--- config.mk ---
export PLATFORM = sky130hd
export DESIGN_NAME = spc_walk
export DESIGN_NICKNAME = d
export VERILOG_FILES = /design/src/rtl/core/spc_pkg.sv /design/src/rtl/core/spc_walk.sv
export VERILOG_INCLUDE_DIRS = /design/src /design/src/rtl/core
export SDC_FILE = /design/constraint.sdc
export NUM_CORES = 1
export LEC_CHECK = 0
export BUFFER_PORTS_ARGS = -buffer_cell sky130_fd_sc_hd__buf_2
export CAP_MARGIN = 25
export CORE_ASPECT_RATIO = 0.8
export CORE_MARGIN = 10
export CORE_UTILIZATION = 50
export CTS_BUF_LIST = sky130_fd_sc_hd__clkbuf_4
export CTS_CLUSTER_DIAMETER = 80
export DETAILED_ROUTE_END_ITERATION = 6
export PLACE_DENSITY = 0.78
export REMOVE_ABC_BUFFERS = 1
export SLEW_MARGIN = 20
export SYNTH_ARGS = -nofsm -noshare
export SYNTH_HDL_FRONTEND = slang
export SYNTH_SLANG_ARGS = --single-unit
--- constraint.sdc ---
create_clock -name clk_i -period 7.3 [get_ports clk_i]
set_input_delay 0.365 -clock clk_i [delete_from_list [all_inputs] [get_ports clk_i]]
set_output_delay 0.365 -clock clk_i [all_outputs]
set_load 0.02 [all_outputs]
--- src/rtl/core/sprite_pixel_collision_defines.svh ---
// Assertion macros for the sprite collision block.
`ifndef SPRITE_PIXEL_COLLISION_DEFINES_SVH
`define SPRITE_PIXEL_COLLISION_DEFINES_SVH

// same-cycle implication, held off during reset
`define SPC_ASSERT_IMP(lbl, ante, cons, msg) \
  lbl: assert property (@(posedge clk_i) disable iff (!rst_ni) (ante) |-> (cons)) \
    else $error(msg);

// next-cycle implication, held off during reset
`define SPC_ASSERT_NXT(lbl, ante, cons, msg) \
  lbl: assert property (@(posedge clk_i) disable iff (!rst_ni) (ante) |=> (cons)) \
    else $error(msg);

`endif

--- src/rtl/core/spc_pkg.sv ---
// Shared types and codes for the sprite collision block.
`default_nettype none
package spc_pkg;

  localparam logic [1:0] ACT_LOAD = 2'd0;
  localparam logic [1:0] ACT_SIZE = 2'd1;
  localparam logic [1:0] ACT_TEST = 2'd2;

  localparam int unsigned PIX_COL_BITS = 6;
  localparam int unsigned PIX_ROW_BITS = 6;
  localparam int unsigned RGB_BITS     = 24;
  localparam int unsigned SIZE_BITS    = 7;
  localparam int unsigned ACT_BITS     = 2;

  localparam logic [7:0] CHAN_MAX = 8'd255;

  typedef struct packed {
    logic done;
    logic hit;
  } spc_status_t;

  function automatic logic spc_opaque(input logic [RGB_BITS-1:0] rgb);
    logic white;
    logic black;
    white = (rgb[23:16] == CHAN_MAX) && (rgb[15:8] == CHAN_MAX) && (rgb[7:0] == CHAN_MAX);
    black = (rgb == '0);
    return !(white || black);
  endfunction

endpackage
`default_nettype wire

--- src/rtl/core/spc_walk.sv ---
// Overlap geometry and mask walk sequencer for one collision test.
`default_nettype none
`include "sprite_pixel_collision_defines.svh"
module spc_walk
  import spc_pkg::*;
#(
  parameter int unsigned SIDE_BITS  = 6,
  parameter int unsigned SW         = 7,
  parameter int unsigned COORD_BITS = 11
) (
  input  wire logic                         clk_i,
  input  wire logic                         rst_ni,
  input  wire logic                         start_i,
  input  wire logic                         active_i,
  input  wire logic signed [COORD_BITS-1:0] x1_i,
  input  wire logic signed [COORD_BITS-1:0] y1_i,
  input  wire logic signed [COORD_BITS-1:0] x2_i,
  input  wire logic signed [COORD_BITS-1:0] y2_i,
  input  wire logic [SW-1:0]                w1_i,
  input  wire logic [SW-1:0]                h1_i,
  input  wire logic [SW-1:0]                w2_i,
  input  wire logic [SW-1:0]                h2_i,
  output logic                              rd_en_o,
  output logic [2*SIDE_BITS-1:0]            rd_addr_a_o,
  output logic [2*SIDE_BITS-1:0]            rd_addr_b_o,
  input  wire logic                         rd_a_i,
  input  wire logic                         rd_b_i,
  output spc_status_t                       status_o
);

  localparam int unsigned CW = COORD_BITS + 2;

  localparam logic [2:0] S_IDLE  = 3'd0;
  localparam logic [2:0] S_SUM   = 3'd1;
  localparam logic [2:0] S_BOX   = 3'd2;
  localparam logic [2:0] S_CHECK = 3'd3;
  localparam logic [2:0] S_WALK  = 3'd4;
  localparam logic [2:0] S_DRAIN = 3'd5;

  logic [2:0] state_q, state_d;
  logic signed [CW-1:0] x1_q, y1_q, x2_q, y2_q;
  logic signed [CW-1:0] e1x_q, e1y_q, e2x_q, e2y_q;
  logic signed [CW-1:0] ovw_q, ovh_q;
  logic act_q;
  logic [SIDE_BITS-1:0] acol_q, arow_q, bcol_q, brow_q;
  logic [SIDE_BITS-1:0] wlast_q, hlast_q;
  logic [SIDE_BITS-1:0] ci_q, ci_d, ri_q, ri_d;
  logic pend_q;

  logic signed [CW-1:0] lx, hx, ly, hy;
  logic signed [CW-1:0] dacol, darow, dbcol, dbrow, wm1, hm1;
  logic go, hit_now, last_issue;

  always_comb begin
    lx = (x1_q > x2_q) ? x1_q : x2_q;
    hx = (e1x_q < e2x_q) ? e1x_q : e2x_q;
    ly = (y1_q > y2_q) ? y1_q : y2_q;
    hy = (e1y_q < e2y_q) ? e1y_q : e2y_q;
    dacol = lx - x1_q;
    darow = ly - y1_q;
    dbcol = lx - x2_q;
    dbrow = ly - y2_q;
    wm1 = ovw_q - CW'(1);
    hm1 = ovh_q - CW'(1);
  end

  assign go         = act_q && (ovw_q > 0) && (ovh_q > 0);
  assign hit_now    = pend_q && rd_a_i && rd_b_i;
  assign last_issue = (ci_q == wlast_q) && (ri_q == hlast_q);

  assign rd_addr_a_o = {arow_q + ri_q, acol_q + ci_q};
  assign rd_addr_b_o = {brow_q + ri_q, bcol_q + ci_q};

  always_comb begin
    state_d       = state_q;
    ci_d          = ci_q;
    ri_d          = ri_q;
    rd_en_o       = 1'b0;
    status_o.done = 1'b0;
    status_o.hit  = 1'b0;
    case (state_q)
      S_IDLE: begin
        if (start_i) begin
          state_d = S_SUM;
        end
      end
      S_SUM:   state_d = S_BOX;
      S_BOX:   state_d = S_CHECK;
      S_CHECK: begin
        ci_d = '0;
        ri_d = '0;
        if (go) begin
          state_d = S_WALK;
        end else begin
          state_d       = S_IDLE;
          status_o.done = 1'b1;
        end
      end
      S_WALK: begin
        if (hit_now) begin
          state_d       = S_IDLE;
          status_o.done = 1'b1;
          status_o.hit  = 1'b1;
        end else begin
          rd_en_o = 1'b1;
          if (last_issue) begin
            state_d = S_DRAIN;
          end else if (ci_q == wlast_q) begin
            ci_d = '0;
            ri_d = ri_q + 1'b1;
          end else begin
            ci_d = ci_q + 1'b1;
          end
        end
      end
      S_DRAIN: begin
        state_d       = S_IDLE;
        status_o.done = 1'b1;
        status_o.hit  = hit_now;
      end
      default: state_d = S_IDLE;
    endcase
  end

  always_ff @(posedge clk_i or negedge rst_ni) begin
    if (!rst_ni) begin
      state_q <= S_IDLE;
      pend_q  <= 1'b0;
      ci_q    <= '0;
      ri_q    <= '0;
    end else begin
      state_q <= state_d;
      pend_q  <= rd_en_o;
      ci_q    <= ci_d;
      ri_q    <= ri_d;
    end
  end

  always_ff @(posedge clk_i) begin
    if (state_q == S_IDLE && start_i) begin
      act_q <= active_i;
      x1_q  <= CW'(x1_i);
      y1_q  <= CW'(y1_i);
      x2_q  <= CW'(x2_i);
      y2_q  <= CW'(y2_i);
    end
    if (state_q == S_SUM) begin
      e1x_q <= x1_q + CW'($signed({1'b0, w1_i}));
      e1y_q <= y1_q + CW'($signed({1'b0, h1_i}));
      e2x_q <= x2_q + CW'($signed({1'b0, w2_i}));
      e2y_q <= y2_q + CW'($signed({1'b0, h2_i}));
    end
    if (state_q == S_BOX) begin
      ovw_q  <= hx - lx;
      ovh_q  <= hy - ly;
      acol_q <= dacol[SIDE_BITS-1:0];
      arow_q <= darow[SIDE_BITS-1:0];
      bcol_q <= dbcol[SIDE_BITS-1:0];
      brow_q <= dbrow[SIDE_BITS-1:0];
    end
    if (state_q == S_CHECK) begin
      wlast_q <= wm1[SIDE_BITS-1:0];
      hlast_q <= hm1[SIDE_BITS-1:0];
    end
  end

  `SPC_ASSERT_IMP(a_start_idle, start_i, state_q == S_IDLE, "test started while walking")
  `SPC_ASSERT_NXT(a_done_idle, status_o.done, state_q == S_IDLE, "no return to idle after done")
  `SPC_ASSERT_IMP(a_read_walk, rd_en_o, state_q == S_WALK, "mask read outside walk")
  `SPC_ASSERT_IMP(a_drain_pend, state_q == S_DRAIN, pend_q, "drain without pending read")

endmodule
`default_nettype wire

After elaboration in Yosys (flattened, before gate mapping):

Cells that the tools add are included.

* register bits after elaboration: 175
* bits of input ports: 78
* output and inout port bits: 27
* logic and storage cells: 91

* add/sub/neg operators: 18
* $lt $le $gt $ge: 6
* equality and inequality tests: 12
* muxes and demuxes: 23
* reductions and logical operators: 11

Operators with widths (count)
* two-way mux 13 bit: 4
* adder 11 x 8 -> 12 bit: 4
* two-way mux 6 bit: 6
* greater-than comparator 13 x 1 -> 1 bit, second input constant: 2
* less-than comparator 13 bit: 2
* subtractor 13 bit: 2
* adder 6 bit: 4
* one-hot mux 6 bit (2 select lines): 2
* subtractor 6 bit: 4
* greater-than comparator 11 bit: 2
* one-hot mux 3 bit (5 select lines): 1
* adder 6 x 1 -> 6 bit, second input constant: 2
* equality test 6 bit: 2
* two-way mux 3 bit: 4
* subtractor 6 x 2 -> 6 bit, second input constant: 2
* != test 2 bit, second input constant: 4
* equality test 3 x 2 -> 1 bit, second input constant: 2
* equality test 3 bit, second input constant: 2
* logical AND 1 bit: 6
* AND reduction 4 bit: 1
* equality test 3 x 1 -> 1 bit, second input constant: 1
* zero test 3 bit: 1
* two-way mux 1 bit: 3
* != test 3 bit, second input constant: 1
* other kinds (6): 6

Longest topological paths before layout:

* depth after elaboration: 5
* depth in mapped cells: 18
* gate-level depth less buffers: 17

Worst setup path before layout:

Ideal clock, no wire load.

* path type: flip-flop to flip-flop
* start: register state_q[2]
* end: register act_q (enable)
* library setup time: 575 ps
* arrival: 5203 ps
* data required time: 6725 ps
* path slack: 1522 ps
* cell stages (with the launch flop): 2
* path buffers: 0
* clock period less this slack: 5778 ps
* cells stage by stage: dfrtp_1 nor4b_1

* cells in the longest elaborated chain, start to end: 2

Ends and longest elaborated chain
* from (decl): RTL line spc_walk.sv:40 `logic [2:0] state_q, state_d;`
* from (signal assigned): RTL line spc_walk.sv:132 `state_q <= state_d;`
* zero test 3 bit: RTL line spc_walk.sv:140 `if (state_q == S_IDLE && start_i) begin`
* logical AND 1 bit: RTL line spc_walk.sv:140
* to (signal assigned): RTL line spc_walk.sv:141 `act_q <= active_i;`
* to (decl): RTL line spc_walk.sv:44 `logic act_q;`

No other way between the ends.
A chain may end at the register's enable or synchronous reset.

Worst setup path in the final report:

* start: register x2_q[1]
* end: register ovw_q[10] (data pin)

* cells in the longest elaborated chain, start to end: 3

Ends and longest elaborated chain
* from (decl): RTL line spc_walk.sv:41 `logic signed [CW-1:0] x1_q, y1_q, x2_q, y2_q;`
* from (signal assigned): RTL line spc_walk.sv:144 `x2_q <= CW'(x2_i);`
* greater-than comparator 11 bit: RTL line spc_walk.sv:55 `lx = (x1_q > x2_q) ? x1_q : x2_q;`
* two-way mux 13 bit *: RTL line spc_walk.sv:55
* subtractor 13 bit *: RTL line spc_walk.sv:154 `ovw_q <= hx - lx;`
* to (signal assigned): RTL line spc_walk.sv:154
* to (decl): RTL line spc_walk.sv:43 `logic signed [CW-1:0] ovw_q, ovh_q;`

Mark *: on every way between the ends. The rest lies on a longest branch, timed or not.

==> impl_metrics.yaml <==
place:
  dp_cells: 1426
  place.detailed.hpwl_mm: 19.6
  gp_congestion: 0.876
  io_buffers: 104
  placed_area_um2: 12500
global_route:
  grt_pass1_vias: 7981
  gr-usage-met1_pct: 25.3
  met2_usage_pct: 25.4
  top_usage_layer: "met2"
  grt-ovfl-total: 0
  grt_pass1_wl_mm: 41.2
  grt_max_degree: 52
  met3_usage_pct: 4.00
  antenna_found_initial: 1
  grtUsageTotal_pct: 17.3
worst_setup_path:
  reg2reg_from: "x2_q[1]$_DFFE_PP_"
  endpoint_kind: "flop"
  cp_max_fo: 16
  r2r_cells: 17
  crit_arrival_ns: 4.85
  criticalPathCategory: "reg2reg"
  r2r-end: "ovw_q[10]$_DFFE_PP_"
  critPathLaunchType: "flop"
  ff2ff_setup_slack_ns: 2.79
  required_ns: 7.64
synthesis:
  syn_area_per_cell_um2: 11.4
  ys_async_sr_fraction_pct: 9.36
  yosys-top-cells-area: "edfxtp_1, ha_1, xnor2_1"
  synth-edff-count: 155
  ys_seq_elements: 171
  yosysUniqueCellTypes: 62
  synth_warnings: 0
  ys_seq_area_share_pct: 43.8
  synth_most_common_cell: "edfxtp_1"
  ys.flop_type: "edfxtp_1"
  yosysTopAreaCell: "edfxtp_1"
  synthTopCellsByCount: "edfxtp_1, ha_1, inv_1, xnor2_1, a21oi_1"
  syn_inst: 1015
  synth_top_area_share_pct: 40.3
  synthesis.area_um2: 11500
sta:
  fin_hold_ws_ns: 0.0677
  rsz0062_at_grt: "no"
  worst_pin_slew_ns: 0.685
  slew_headroom_pct: 54.3
  setup_viol: 0
  fmax_mhz: 222
  post-route-period-util_pct: 61.8
  setup_tns_ns: 0
  skew_ns: 0.0276
  hold_violations: 0
  slew_viol_final: 0
  finalCriticalPeriod_ns: 4.51
finish:
  stdcell_area_um2: 13200
  area_delta_synth_final_pct: 14.7
  fin_util_pct: 58.5
  layout-drive-gt1-share_pct: 15.8
  fillers: 1831
  final-instance-count-excl-fill: 1505
  fin_nets: 1419
routing:
  wl_per_cell_um: 16.6
  totalWireLength_mm: 25.0
  drc: 0
  via_per_inst: 5.33
  ant_nets: 0
  drtIter0Drc: 548
  drtPass1Iterations: 5
  num_vias: 8019
clock_tree:
  numClockSinks: 171
  cts_buffer_depth: 2
  worstSkewPairLatency_ns: 0.59
  htree_levels: 4
  cts_tree: "built"
  clk_pin_slew_ns: 0.15
  clk_root_buffer_cell: "clkbuf_4"
  cts_buffers: 17
floorplan:
  die_width_um: 190
  die-area_um2: 29600
  die_h_um: 156
  io-pin-count: 105
  start_util_pct: 51.1
  row_count: 49
  coreArea_um2: 22600
hold_path:
  hp-start: "h2_i[0]"
  min_path_cells: 2
  hold_path_end: "e2y_q[0]$_DFFE_PP_"
  hold_class: "in2reg"
power_and_ir_drop:
  p_switching_mw: 2.29
  peakVddDrop_uv: 204
  switching_share_pct: 41.3
  power_frac_clock_pct: 10.7
  power_frac_seq_pct: 34.4
  p_leak_nw: 5.84
  p_comb_share_pct: 54.9
  powerDensity_nw_per_um2: 418
  intPower_mw: 3.26
flow_run:
  cap_viol_max_count: 0
outcome:
  status: "completed"
worst max path at each step:
stage	startpoint	to	slack, ns	cells past startpoint
floorplan	state_q[2]$_DFFE_PN0P_	act_q$_DFFE_PP_	1.52	1
global placement	x2_q[1]$_DFFE_PP_	ovw_q[10]$_DFFE_PP_	2.96	17
detailed placement	x2_q[1]$_DFFE_PP_	ovw_q[10]$_DFFE_PP_	2.84	17
CTS	x2_q[1]$_DFFE_PP_	ovw_q[10]$_DFFE_PP_	2.81	17
global route	y2_q[2]$_DFFE_PP_	ovh_q[10]$_DFFE_PP_	2.41	17
finish	x2_q[1]$_DFFE_PP_	ovw_q[10]$_DFFE_PP_	2.79	17
power groups by stage:
stage / Sequential [mW] / Combinational [mW] / Clock, mW
CTS: 1.90 / 3.05 / 0.611
global route: 1.94 / 3.43 / 0.647
finish: 1.91 / 3.04 / 0.593
global placement: 1.91 / 2.93 / 0
floorplan: 1.88 / 2.28 / 0
detailed placement: 1.93 / 3.00 / 0
metal layers:
metal / share of wire, % / routed length, um
met5: 0 / 0
met4: 0.77 / 193
met3: 5.9 / 1490
met2: 43 / 10700
met1: 50 / 12600
layout make-up:
class | instances | area, um2 | share of cell area (%)
diodes | 1 | 2.50 | 0.0189
clock inverters | 13 | 164 | 1.24
inverters | 119 | 448 | 3.38
flip-flops and latches | 171 | 5050 | 38.2
well taps | 306 | 383 | 2.89
clock buffers | 19 | 143 | 1.08
repair buffers | 155 | 1020 | 7.69
multi-input cells | 721 | 6030 | 45.5
logic make-up (layout without fill, tap and decap cells):
family / after synthesis / after routing / synth area share, %
compound gates: 194 / 194 / 11.1
other cells: 0 / 1 / 0
simple gates: 204 / 204 / 9.55
xor+xnor: 111 / 111 / 8.48
fa+ha+maj: 156 / 156 / 17.8
mux: 56 / 56 / 5.11
flops: 171 / 171 / 43.8
buf+inv: 123 / 306 / 4.16
registers in the layout (all words and copies together) (netlist names), 11 cells and up:
name / count
e1x_q: 12
e2y_q: 12
y1_q: 11
x1_q: 11
ovh_q: 13
ovw_q: 13
e2x_q: 12
e1y_q: 12
x2_q: 11
y2_q: 11
through the flow:
step	power, mW	setup slack (ns)
2_1_floorplan	4.16	1.52
3_3_place_gp	4.84	2.96
3_5_place_dp	4.93	2.84
4_1_cts	5.56	2.81
5_1_grt	6.02	2.41
6_report	5.54	2.79
critical path, stage by stage, from the launching register on:
cell      delay [ns]
edfxtp_1        0.45
inv_1           0.21
ha_1            0.28
nand3b_1        0.09
nand2_1         0.07
a221oi_1        0.34
a221oi_2        0.16
nor2_4          0.56
mux2_1          0.24
ha_1            0.16
inv_1           0.06
fa_1            0.39
a21o_1          0.17
a21oi_1         0.21
nor2b_1         0.09
or4_1           0.47
a211oi_2        0.23
xnor2_1         0.09
what timing repair did:
action	in CTS	in global routing
resized for setup	0	0
buffers inserted	0	0
hold endpoints to repair	61	0
endpoints found under the setup margin	0	0
hold buffers	46	0
cell usage in the layout (no fill, tap or decap), types with 6 or more instances in the layout:
| cell | netlist | final |
|---|---|---|
| inv_1 | 117 | 117 |
| nor4_1 | 6 | 6 |
| nand3_1 | 16 | 16 |
| nand4_1 | 11 | 11 |
| nor2_1 | 52 | 52 |
| nor3_1 | 20 | 20 |
| dfrtp_1 | 16 | 16 |
| o31ai_1 | 10 | 10 |
| mux2_2 | 22 | 22 |
| o21ai_0 | 31 | 31 |
| mux2i_1 | 32 | 32 |
| a21boi_0 | 8 | 8 |
| clkbuf_4 | 0 | 19 |
| ha_1 | 142 | 142 |
| a21oi_1 | 54 | 54 |
| fa_1 | 14 | 14 |
| xnor2_1 | 74 | 74 |
| a211oi_1 | 7 | 7 |
| o21a_1 | 16 | 16 |
| buf_2 | 2 | 104 |
| edfxtp_1 | 155 | 155 |
| nand2b_1 | 7 | 7 |
| a21o_1 | 35 | 35 |
| and3_1 | 6 | 6 |
| xor2_1 | 36 | 36 |
| nor2b_1 | 14 | 14 |
| o211ai_1 | 6 | 6 |
| nand2_1 | 33 | 33 |
| dlygate4sd3_1 | 0 | 46 |
| o21bai_1 | 8 | 8 |
Note: power is estimated with default switching activity, not from simulation.
